--- config.mk ---
export PLATFORM = sky130hd
export DESIGN_NAME = echo_frame_ranging_parser_core
export DESIGN_NICKNAME = d
export VERILOG_FILES = /design/src/hw/rtl/efrp_pkg.sv /design/src/hw/rtl/echo_frame_ranging_parser_core.sv /design/src/hw/rtl/efrp_front.sv /design/src/hw/rtl/efrp_queue.sv /design/src/hw/rtl/efrp_back.sv
export VERILOG_INCLUDE_DIRS = /design/src /design/src/hw/rtl
export SDC_FILE = /design/constraint.sdc
export NUM_CORES = 2
export LEC_CHECK = 0
export ABC_AREA = 1
export BUFFER_PORTS_ARGS = -buffer_cell sky130_fd_sc_hd__buf_2
export CAP_MARGIN = 20
export CORE_ASPECT_RATIO = 0.75
export CORE_MARGIN = 2
export CORE_UTILIZATION = 60
export DETAILED_ROUTE_END_ITERATION = 12
export PLACE_DENSITY_LB_ADDON = 0.1
export SLEW_MARGIN = 20
export SYNTH_ARGS = -nofsm -noshare
export SYNTH_HDL_FRONTEND = slang
export SYNTH_HIERARCHICAL = 1
export SYNTH_SLANG_ARGS = --single-unit
--- constraint.sdc ---
create_clock -name clk -period 8.2 [get_ports clk]
set_clock_uncertainty 0.1 [all_clocks]
set_input_delay 0.82 -clock clk [delete_from_list [all_inputs] [get_ports clk]]
set_output_delay 0.82 -clock clk [all_outputs]
set_load 0.005 [all_outputs]
--- src/hw/rtl/echo_frame_ranging_parser_core_defines.svh ---
// Assertion macros for the echo frame ranging parser.
`ifndef ECHO_FRAME_RANGING_PARSER_CORE_DEFINES_SVH
`define ECHO_FRAME_RANGING_PARSER_CORE_DEFINES_SVH

// Checked outside reset.
`define EFRP_ASSERT(label, prop, msg) \
  label: assert property (@(posedge clk) disable iff (!rst_n) prop) else $error(msg);

// Checked on every edge, reset included.
`define EFRP_ASSERT_ALWAYS(label, prop, msg) \
  label: assert property (@(posedge clk) prop) else $error(msg);

`endif

--- src/hw/rtl/efrp_pkg.sv ---
// Shared types and constants for the echo frame ranging parser.
package efrp_pkg;

  localparam logic [4:0]  SENSOR_COUNT_RST   = 5'd14;
  localparam logic [23:0] TIME_SCALE_RST     = 24'd888889;
  localparam logic [19:0] DISTANCE_SCALE_RST = 20'd151240;

  localparam int QDEPTH = 4;
  localparam int QAW    = $clog2(QDEPTH);

  typedef enum logic [1:0] {
    CFG_SENSOR_COUNT   = 2'd0,
    CFG_TIME_SCALE     = 2'd1,
    CFG_DISTANCE_SCALE = 2'd2
  } cfg_idx_t;

  typedef enum logic [1:0] {
    KIND_SEQ  = 2'd0,
    KIND_HDR  = 2'd1,
    KIND_READ = 2'd2
  } kind_t;

  typedef struct packed {
    logic [1:0]  kind;
    logic [7:0]  seq;
    logic [3:0]  sensor;
    logic [3:0]  count;
    logic [3:0]  index;
    logic [15:0] ticks;
    logic        neg;
    logic [15:0] mag;
    logic        frame_done;
  } item_t;

endpackage

--- src/hw/rtl/echo_frame_ranging_parser_core.sv ---
// Top level of the echo frame ranging parser: config registers, parser, queue, scaler.
//
//  channel | handshake               | payload
//  --------+-------------------------+----------------------------------------
//  in      | in_push / in_full       | in_rx_byte
//  out     | out_pop / out_empty     | kind, ids, counts, ticks, time, distance
//  cfg     | cfg_valid / cfg_ready   | cfg_index, cfg_data
//
// One byte is taken per cycle while the four-entry item queue has room.
// A byte's item goes into the queue, then the multiply stage, then the result register.
// Output stalls back up through the two pipeline stages, then the queue.
// Synchronous active-low reset; no clearing pass.
`include "echo_frame_ranging_parser_core_defines.svh"

module echo_frame_ranging_parser_core
  import efrp_pkg::*;
(
  input  logic        clk,
  input  logic        rst_n,
  input  logic        in_push,
  output logic        in_full,
  input  logic [7:0]  in_rx_byte,
  output logic        out_empty,
  input  logic        out_pop,
  output logic [1:0]  out_kind,
  output logic [7:0]  out_sequence_number,
  output logic [3:0]  out_sensor_id,
  output logic [3:0]  out_reading_count,
  output logic [3:0]  out_reading_index,
  output logic [15:0] out_timer_ticks,
  output logic [31:0] out_time_ns,
  output logic signed [28:0] out_distance_um,
  output logic        out_frame_done,
  input  logic        cfg_valid,
  output logic        cfg_ready,
  input  logic [1:0]  cfg_index,
  input  logic [23:0] cfg_data
);

  logic [4:0]  sensor_count_r;
  logic [23:0] time_scale_r;
  logic [19:0] distance_scale_r;

  logic  byte_accept;
  logic  f_push;
  item_t f_item;
  logic  q_full;
  logic  q_empty;
  logic  q_pop;
  item_t q_item;
  logic  res_valid;
  item_t res_item;

  assign cfg_ready   = 1'b1;
  assign in_full     = q_full;
  assign byte_accept = in_push && !q_full;

  always_ff @(posedge clk) begin
    if (!rst_n) begin
      sensor_count_r   <= SENSOR_COUNT_RST;
      time_scale_r     <= TIME_SCALE_RST;
      distance_scale_r <= DISTANCE_SCALE_RST;
    end else if (cfg_valid && cfg_ready) begin
      unique case (cfg_index)
        CFG_SENSOR_COUNT:   sensor_count_r   <= cfg_data[4:0];
        CFG_TIME_SCALE:     time_scale_r     <= cfg_data;
        CFG_DISTANCE_SCALE: distance_scale_r <= cfg_data[19:0];
        default:            sensor_count_r   <= sensor_count_r;
      endcase
    end
  end

  efrp_front u_front (
    .clk          (clk),
    .rst_n        (rst_n),
    .byte_accept  (byte_accept),
    .byte_in      (in_rx_byte),
    .sensor_count (sensor_count_r),
    .item_push    (f_push),
    .item         (f_item)
  );

  efrp_queue u_queue (
    .clk     (clk),
    .rst_n   (rst_n),
    .push    (f_push),
    .wr_item (f_item),
    .full    (q_full),
    .pop     (q_pop),
    .empty   (q_empty),
    .rd_item (q_item)
  );

  efrp_back u_back (
    .clk             (clk),
    .rst_n           (rst_n),
    .q_empty         (q_empty),
    .q_item          (q_item),
    .q_pop           (q_pop),
    .time_scale      (time_scale_r),
    .distance_scale  (distance_scale_r),
    .res_valid       (res_valid),
    .res_pop         (out_pop),
    .res_item        (res_item),
    .res_time_ns     (out_time_ns),
    .res_distance_um (out_distance_um)
  );

  assign out_empty           = !res_valid;
  assign out_kind            = res_item.kind;
  assign out_sequence_number = res_item.seq;
  assign out_sensor_id       = res_item.sensor;
  assign out_reading_count   = res_item.count;
  assign out_reading_index   = res_item.index;
  assign out_timer_ticks     = res_item.ticks;
  assign out_frame_done      = res_item.frame_done;

  `EFRP_ASSERT(a_nonread_zero, (!out_empty && out_kind != KIND_READ) |-> (out_time_ns == 32'd0 && out_distance_um == 29'sd0), "non-reading result carries scaled values")
  `EFRP_ASSERT(a_base_zero, (!out_empty && out_kind == KIND_READ && out_reading_index == 4'd0) |-> (out_distance_um == 29'sd0), "base reading with nonzero distance")
  `EFRP_ASSERT_ALWAYS(a_rst_empty, !rst_n |=> out_empty, "result present right after reset")

endmodule

--- src/hw/rtl/efrp_front.sv ---
// Byte parser: tracks frame position and emits classified items.
module efrp_front
  import efrp_pkg::*;
(
  input  logic       clk,
  input  logic       rst_n,
  input  logic       byte_accept,
  input  logic [7:0] byte_in,
  input  logic [4:0] sensor_count,
  output logic       item_push,
  output item_t      item
);

  typedef enum logic [1:0] {
    PH_SEQ  = 2'd0,
    PH_HDR  = 2'd1,
    PH_HIGH = 2'd2,
    PH_LOW  = 2'd3
  } phase_t;

  phase_t      phase_r;
  logic [4:0]  pos_r;
  logic [3:0]  sensor_r;
  logic [3:0]  count_r;
  logic [3:0]  rdpos_r;
  logic [7:0]  hold_r;
  logic [15:0] base_r;
  logic [7:0]  seq_r;

  logic [15:0] ticks;
  logic [4:0]  pos_inc;
  logic [4:0]  limit;
  logic        grp_last;
  logic [3:0]  rdpos_inc;
  logic        rd_last;

  always_comb begin
    ticks     = {hold_r, byte_in};
    pos_inc   = pos_r + 5'd1;
    limit     = (sensor_count == 5'd0) ? 5'd1 : sensor_count;
    grp_last  = pos_inc >= limit;
    rdpos_inc = rdpos_r + 4'd1;
    rd_last   = rdpos_inc >= count_r;
  end

  always_comb begin
    item       = '0;
    item.seq   = seq_r;
    item_push  = 1'b0;
    unique case (phase_r)
      PH_SEQ: begin
        item.kind = KIND_SEQ;
        item.seq  = byte_in;
        item_push = byte_accept;
      end
      PH_HDR: begin
        item.kind       = KIND_HDR;
        item.sensor     = byte_in[7:4];
        item.count      = byte_in[3:0];
        item.frame_done = (byte_in[3:0] == 4'd0) && grp_last;
        item_push       = byte_accept;
      end
      PH_HIGH: begin
        item_push = 1'b0;
      end
      PH_LOW: begin
        item.kind       = KIND_READ;
        item.sensor     = sensor_r;
        item.count      = count_r;
        item.index      = rdpos_r;
        item.ticks      = ticks;
        item.frame_done = rd_last && grp_last;
        if (rdpos_r == 4'd0) begin
          item.mag = '0;
        end else if (ticks >= base_r) begin
          item.mag = ticks - base_r;
        end else begin
          item.neg = 1'b1;
          item.mag = base_r - ticks;
        end
        item_push = byte_accept;
      end
      default: item_push = 1'b0;
    endcase
  end

  always_ff @(posedge clk) begin
    if (!rst_n) begin
      phase_r  <= PH_SEQ;
      pos_r    <= '0;
      sensor_r <= '0;
      count_r  <= '0;
      rdpos_r  <= '0;
      hold_r   <= '0;
      base_r   <= '0;
      seq_r    <= '0;
    end else if (byte_accept) begin
      unique case (phase_r)
        PH_SEQ: begin
          seq_r   <= byte_in;
          pos_r   <= '0;
          rdpos_r <= '0;
          phase_r <= PH_HDR;
        end
        PH_HDR: begin
          sensor_r <= byte_in[7:4];
          count_r  <= byte_in[3:0];
          rdpos_r  <= '0;
          if (byte_in[3:0] == 4'd0) begin
            pos_r   <= grp_last ? 5'd0 : pos_inc;
            phase_r <= grp_last ? PH_SEQ : PH_HDR;
          end else begin
            phase_r <= PH_HIGH;
          end
        end
        PH_HIGH: begin
          hold_r  <= byte_in;
          phase_r <= PH_LOW;
        end
        PH_LOW: begin
          if (rdpos_r == 4'd0) begin
            base_r <= ticks;
          end
          if (rd_last) begin
            rdpos_r <= '0;
            pos_r   <= grp_last ? 5'd0 : pos_inc;
            phase_r <= grp_last ? PH_SEQ : PH_HDR;
          end else begin
            rdpos_r <= rdpos_inc;
            phase_r <= PH_HIGH;
          end
        end
        default: phase_r <= PH_SEQ;
      endcase
    end
  end

endmodule

--- src/hw/rtl/efrp_queue.sv ---
// Short item queue between parser and arithmetic back end.
module efrp_queue
  import efrp_pkg::*;
(
  input  logic  clk,
  input  logic  rst_n,
  input  logic  push,
  input  item_t wr_item,
  output logic  full,
  input  logic  pop,
  output logic  empty,
  output item_t rd_item
);

  item_t        mem_r [QDEPTH];
  logic [QAW-1:0] wr_ptr_r;
  logic [QAW-1:0] rd_ptr_r;
  logic [QAW:0]   cnt_r;
  logic           do_wr;
  logic           do_rd;

  assign full    = cnt_r == QDEPTH[QAW:0];
  assign empty   = cnt_r == '0;
  assign do_wr   = push && !full;
  assign do_rd   = pop && !empty;
  assign rd_item = mem_r[rd_ptr_r];

  always_ff @(posedge clk) begin
    if (do_wr) begin
      mem_r[wr_ptr_r] <= wr_item;
    end
  end

  always_ff @(posedge clk) begin
    if (!rst_n) begin
      wr_ptr_r <= '0;
      rd_ptr_r <= '0;
      cnt_r    <= '0;
    end else begin
      if (do_wr) wr_ptr_r <= wr_ptr_r + 1'b1;
      if (do_rd) rd_ptr_r <= rd_ptr_r + 1'b1;
      unique case ({do_wr, do_rd})
        2'b10:   cnt_r <= cnt_r + 1'b1;
        2'b01:   cnt_r <= cnt_r - 1'b1;
        default: cnt_r <= cnt_r;
      endcase
    end
  end

endmodule

--- src/hw/rtl/efrp_back.sv ---
// Two-stage scaling pipeline: multiply, then shift and sign, into the result register.
module efrp_back
  import efrp_pkg::*;
(
  input  logic        clk,
  input  logic        rst_n,
  input  logic        q_empty,
  input  item_t       q_item,
  output logic        q_pop,
  input  logic [23:0] time_scale,
  input  logic [19:0] distance_scale,
  output logic        res_valid,
  input  logic        res_pop,
  output item_t       res_item,
  output logic [31:0] res_time_ns,
  output logic signed [28:0] res_distance_um
);

  logic        v1_r;
  item_t       it1_r;
  logic [39:0] pt_r;
  logic [35:0] pd_r;

  logic        v2_r;
  item_t       it2_r;
  logic [31:0] t2_r;
  logic [28:0] d2_r;

  logic        s2_ready;
  logic        s1_ready;
  logic [36:0] pd_up;
  logic [28:0] d_nxt;

  assign s2_ready = !v2_r || res_pop;
  assign s1_ready = !v1_r || s2_ready;
  assign q_pop    = !q_empty && s1_ready;

  always_comb begin
    pd_up = {1'b0, pd_r} + 37'd255;
    if (it1_r.neg) begin
      d_nxt = 29'(-pd_up[36:8]);
    end else begin
      d_nxt = {1'b0, pd_r[35:8]};
    end
  end

  always_ff @(posedge clk) begin
    if (s1_ready) begin
      it1_r <= q_item;
      pt_r  <= {24'd0, q_item.ticks} * {16'd0, time_scale};
      pd_r  <= {20'd0, q_item.mag} * {16'd0, distance_scale};
    end
    if (s2_ready && v1_r) begin
      it2_r <= it1_r;
      t2_r  <= pt_r[39:8];
      d2_r  <= d_nxt;
    end
  end

  always_ff @(posedge clk) begin
    if (!rst_n) begin
      v1_r <= 1'b0;
      v2_r <= 1'b0;
    end else begin
      if (s1_ready) v1_r <= q_pop;
      if (s2_ready) v2_r <= v1_r;
    end
  end

  assign res_valid       = v2_r;
  assign res_item        = it2_r;
  assign res_time_ns     = t2_r;
  assign res_distance_um = d2_r;

endmodule

== Word-level counts from Yosys, hierarchy flattened ==
Memories as Yosys holds them, arrays and structs flattened. A register that Yosys moved wholly into a read port is not among the register bits.
Cells that the tools add are included.

* Bits of input ports: 39
* Output and inout bits: 103
* Bits in registers: 325
* Memories kept: 1
* Bits in writable memories: 224
* Logic and storage cells: 121

{| class="wikitable"
|+ Memory list
! memory !! words !! bits a word !! rd ports !! clocked after Yosys merged registers in !! write ports !! RTL line !! text
|-
| u_queue.mem_r || 4 || 56 || 1 || 1 || 1 || efrp_queue.sv:15 || <nowiki>item_t mem_r [QDEPTH];</nowiki>
|}

* Mux-type cells: 27
* Add/subtract/negate cells: 10
* Multiply operators: 2
* Equality and inequality tests: 10
* Reduce and logical (&&, ||, !) cells: 32
* $lt $le $gt $ge: 3

{| class="wikitable"
|+ Operators with widths
! cell !! number
|-
| 16-bit by 24-bit multiplier with 40-bit output || 1
|-
| 36-bit by 8-bit adder with 37-bit output (second input constant) || 1
|-
| 37-bit two-way mux || 1
|-
| 16-bit by 20-bit multiplier with 36-bit output || 1
|-
| 16-bit two-way mux || 2
|-
| 16-bit subtractor || 2
|-
| 29-bit negation || 1
|-
| 28-bit two-way mux || 1
|-
| 5-bit two-way mux || 4
|-
| 16-bit greater-or-equal comparator || 1
|-
| 8-bit case mux with 2 select lines || 1
|-
| 5-bit case mux with 3 select lines || 1
|-
| 2-bit AND reduction || 6
|-
| 2-bit equality test (second input constant) || 4
|-
| 4-bit zero test || 2
|-
| 2-bit two-way mux || 4
|-
| 8-bit two-way mux || 1
|-
| 2-bit case mux with 4 select lines || 1
|-
| 4-bit case mux with 2 select lines || 1
|-
| 1-bit logical AND || 7
|-
| 2-bit by 1-bit equality test with 1-bit output (second input constant) || 3
|-
| 3-bit case mux with 2 select lines || 1
|-
| 5-bit by 1-bit adder with 5-bit output (second input constant) || 1
|-
| 5-bit greater-or-equal comparator || 1
|-
| 22 further kinds || 35
|}

== Longest topological paths before layout ==
* Depth in word-level cells: 7
* Mapped depth: 34
* Mapped depth without buffers: 30

== Cells and area by module ==
Netlist, hierarchy kept.

{| class="wikitable"
|+ By module, submodules not included
! module !! times used !! cells each !! seq. area each (µm²) !! area an instance (µm²)
|-
| efrp_back || 1 || 3936 || 7277.0 || 33360.7
|-
| efrp_queue || 1 || 612 || 6906.6 || 9175.0
|-
| efrp_front || 1 || 769 || 1021.0 || 4563.1
|-
| echo_frame_ranging_parser_core || 1 || 282 || 980.9 || 1950.6
|}

== Worst setup path after synthesis ==
OpenSTA, ideal clock, no wires.

* Kind: input to register
* Start: input out_pop
* End: register u_back.d2_r[0] (netlist: u_back/res_distance_um[0]), enable pin
* Arrival time: 6.496 ns
* Data required time: 7.469 ns
* Stages on the path: 2
* Path buffers: 0
* Slack: 0.973 ns
* Cells stage by stage: inv_1 > a21oi_1

* Word-level cells in the longest chain between the ends: 2

{| class="wikitable"
|+ Ends and longest elaborated chain
! what !! RTL line !! text
|-
| from (decl) || echo_frame_ranging_parser_core.sv:24 || <nowiki>input logic out_pop,</nowiki>
|-
| 1-bit logical OR || efrp_back.sv:34 || <nowiki>assign s2_ready = !v2_r || res_pop;</nowiki>
|-
| 1-bit logical AND || efrp_back.sv:53 || <nowiki>if (s2_ready && v1_r) begin</nowiki>
|-
| to (signal assigned) || efrp_back.sv:56 || <nowiki>d2_r <= d_nxt;</nowiki>
|-
| to (decl) || efrp_back.sv:27 || <nowiki>logic [28:0] d2_r;</nowiki>
|}

No other way between the ends.
A chain may end at the register's enable or synchronous reset.

==> qor.csv <==
metric,value,unit
htree_levels,2,
cts_tree,done,
track_usage,29.8,%
critPathArrivalTime,7750,ps
design_area,0.0515,mm^2
numCtsBuffers,54,
max_freq,134,MHz
crit_required,8480,ps
syn-num-nets,6429,
clock-root-buffer,clkbuf_16,
cts-hold-fix-buffers,0,
die-area,0.0824,mm^2
drive_gt1_share,8.17,%
worstSetupPathType,flip-flop to flip-flop,
ys.warnings.count,6,
drc,0,
clock_latency,660,ps
drv_slew,0,
finalHoldViolations,0,
seq_area,0.0152,mm^2
cp-start-kind,flip-flop,
netlist_area,0.0481,mm^2
critPathTopFamily,adder cells,
multi_input_area,0.0272,mm^2
period_minus_slack,7470,ps
tightestPinTransition,1100,ps
antenna_found_initial,3,
drtPass1Iterations,5,
crit_path_cell_trace,inv_4 > buf_12 > nor2_1 > o22ai_2 > buf_4 > nand2_1 > fa_1 > inv_1 > fa_1 > fa_1 > fa_1 > fa_1 > inv_1 > fa_1 > inv_1 > ha_1 > a21oi_1 > o21ai_0 > a21oi_1 > o21ai_0 > a31oi_1 > nand2_1 > xor2_1,
critPathBufInv,6,
postCtsSetupBuffers,0,
stdcell_count,6691,
initial_core_util,60.9,%
dpl_cell_area,0.0497,mm^2
critPathMaxFanout,42,
n_fill_cell,6611,
slowest_stage,o22ai_2,
netlist_instances,5566,
io_buffers,140,
avgSynthCellArea,8.63,um^2
io_pins,142,
grt_pass1_wl,193000,um
ctsResizeCount,0,
grt_pass1_vias,35300,
critical_path.max_stage_delay,700,ps
rows,89,
totalWireLength,120000,um
fp.dieW,331,um
core_area,0.0790,mm^2
clk_pin_slew,70,ps
vias,35900,
tns,0,ps
rsz0062_at_grt,false,
clock_sinks,543,
ant_nets,0,
gp_congestion,0.956,
drt_iter0_drc,3485,
dp.cells,6589,
wire_per_inst,17.9,um
status,finished clean,
end_kind,flip-flop,
path_common_cell,fa_1,
via_per_inst,5.37,
grt_start_max_net_pins,86,
hold_path.class,flip-flop to flip-flop,
die_h,249,um
nets,6462,
maxSlewHeadroom,26.6,%
clockBufferDepth,3,
dp_hpwl,92200,um
finalCritPeriodShare,91.1,%
report.final.setup_viol,0,
cap_violations,0,
grt_overflow_total,0,
area_growth_syn_to_layout,7.13,%
[final timing paths]
| kind | from | endpoint | slack (ps) | cells after the start |
|---|---|---|---|---|
| setup / recovery | flip-flop | u_back/pt_r[37] | 730 | 23 |
| hold / removal | u_back/it1_r[55] | u_back/res_item[55] | 310 | 0 |
| setup reg to reg | flip-flop | u_back/pt_r[37] | 730 | 23 |
| hold reg to reg | u_back/it1_r[55] | u_back/res_item[55] | 310 | 0 |
[stage by stage]
stage          utilization (%)  hold WS [ps]  setup slack [ps]
6_report                  65.2           313               727
5_1_grt                   65.2           315               271
4_1_cts                   65.2           305               766
3_5_place_dp              62.9           305               801
3_3_place_gp              62.9           301               885
2_1_floorplan                -           300              1770
[per-layer routing]
metal | routed length [um] | up-vias | global-route usage [%]
met5 | 13 | - | 0
met4 | 1820 | 2 | 5.47
met3 | 13300 | 133 | 7.35
met2 | 49200 | 1571 | 41.8
met1 | 55700 | 17200 | 47.1
li1 | - | 17000 | -
[flip-flops by register name, summed over array words and instances (netlist names), 4 cells and up, named ones only]
| signal | cells |
|---|---|
| u_front/sensor_r | 4 |
| u_front/count_r | 4 |
| distance_scale_r | 20 |
| u_front/hold_r | 8 |
| u_front/base_r | 16 |
| u_front/pos_r | 5 |
| sensor_count_r | 5 |
| time_scale_r | 24 |
| u_front/seq_r | 8 |
| u_back/res_time_ns | 32 |
| u_back/res_distance_um | 29 |
| u_back/pt_r | 32 |
| u_back/res_item | 39 |
| u_back/pd_r | 36 |
| u_back/it1_r | 40 |
| u_front/rdpos_r | 4 |
| u_queue/mem_r | 224 |
[final cells by class]
type                            instances  share of cell area [%]
Sequential cell                       543                    29.5
Clock buffer                           74                    2.87
Tap cell                             1046                    2.54
Timing Repair Buffer                  205                    2.33
Inverter                             1273                    9.30
Multi-Input combinational cell       3522                    52.8
Antenna cell                            1                 0.00486
Clock inverter                         27                   0.661
[cells in the final DEF (no fill, tap or decap), types with 11 or more instances in the layout]
cell type  instances
a21o_1            16
a21oi_1          164
a31oi_1           20
buf_2            140
buf_4             64
clkbuf_1          15
clkbuf_16         54
dfxtp_1          109
edfxtp_1         432
fa_1             558
ha_1             266
inv_1           1251
inv_2             17
nand2_1         1420
nand2_2           23
nand3_1          161
nand4_1           29
nor2_1           357
nor2_2            18
nor2_4            40
nor3_1            11
o21ai_0          179
o21ai_1           34
o21bai_1          13
o22ai_1           19
o22ai_2           42
xnor2_1           16
xor2_1            74
[worst reg2reg max path: stages, from the launching register on]
cell and delay [ps]:
dfxtp_4 490, inv_4 440, buf_12 270, nor2_1 80
o22ai_2 700, buf_4 370, nand2_1 110, fa_1 540
inv_1 70, fa_1 550, fa_1 450, fa_1 470
fa_1 490, inv_1 50, fa_1 470, inv_1 40
ha_1 350, a21oi_1 240, o21ai_0 180, a21oi_1 260
o21ai_0 110, a31oi_1 140, nand2_1 80, xor2_1 140
Power is not shown: default switching activity piles up to over one toggle a cycle in this logic, so the estimate is an artifact.
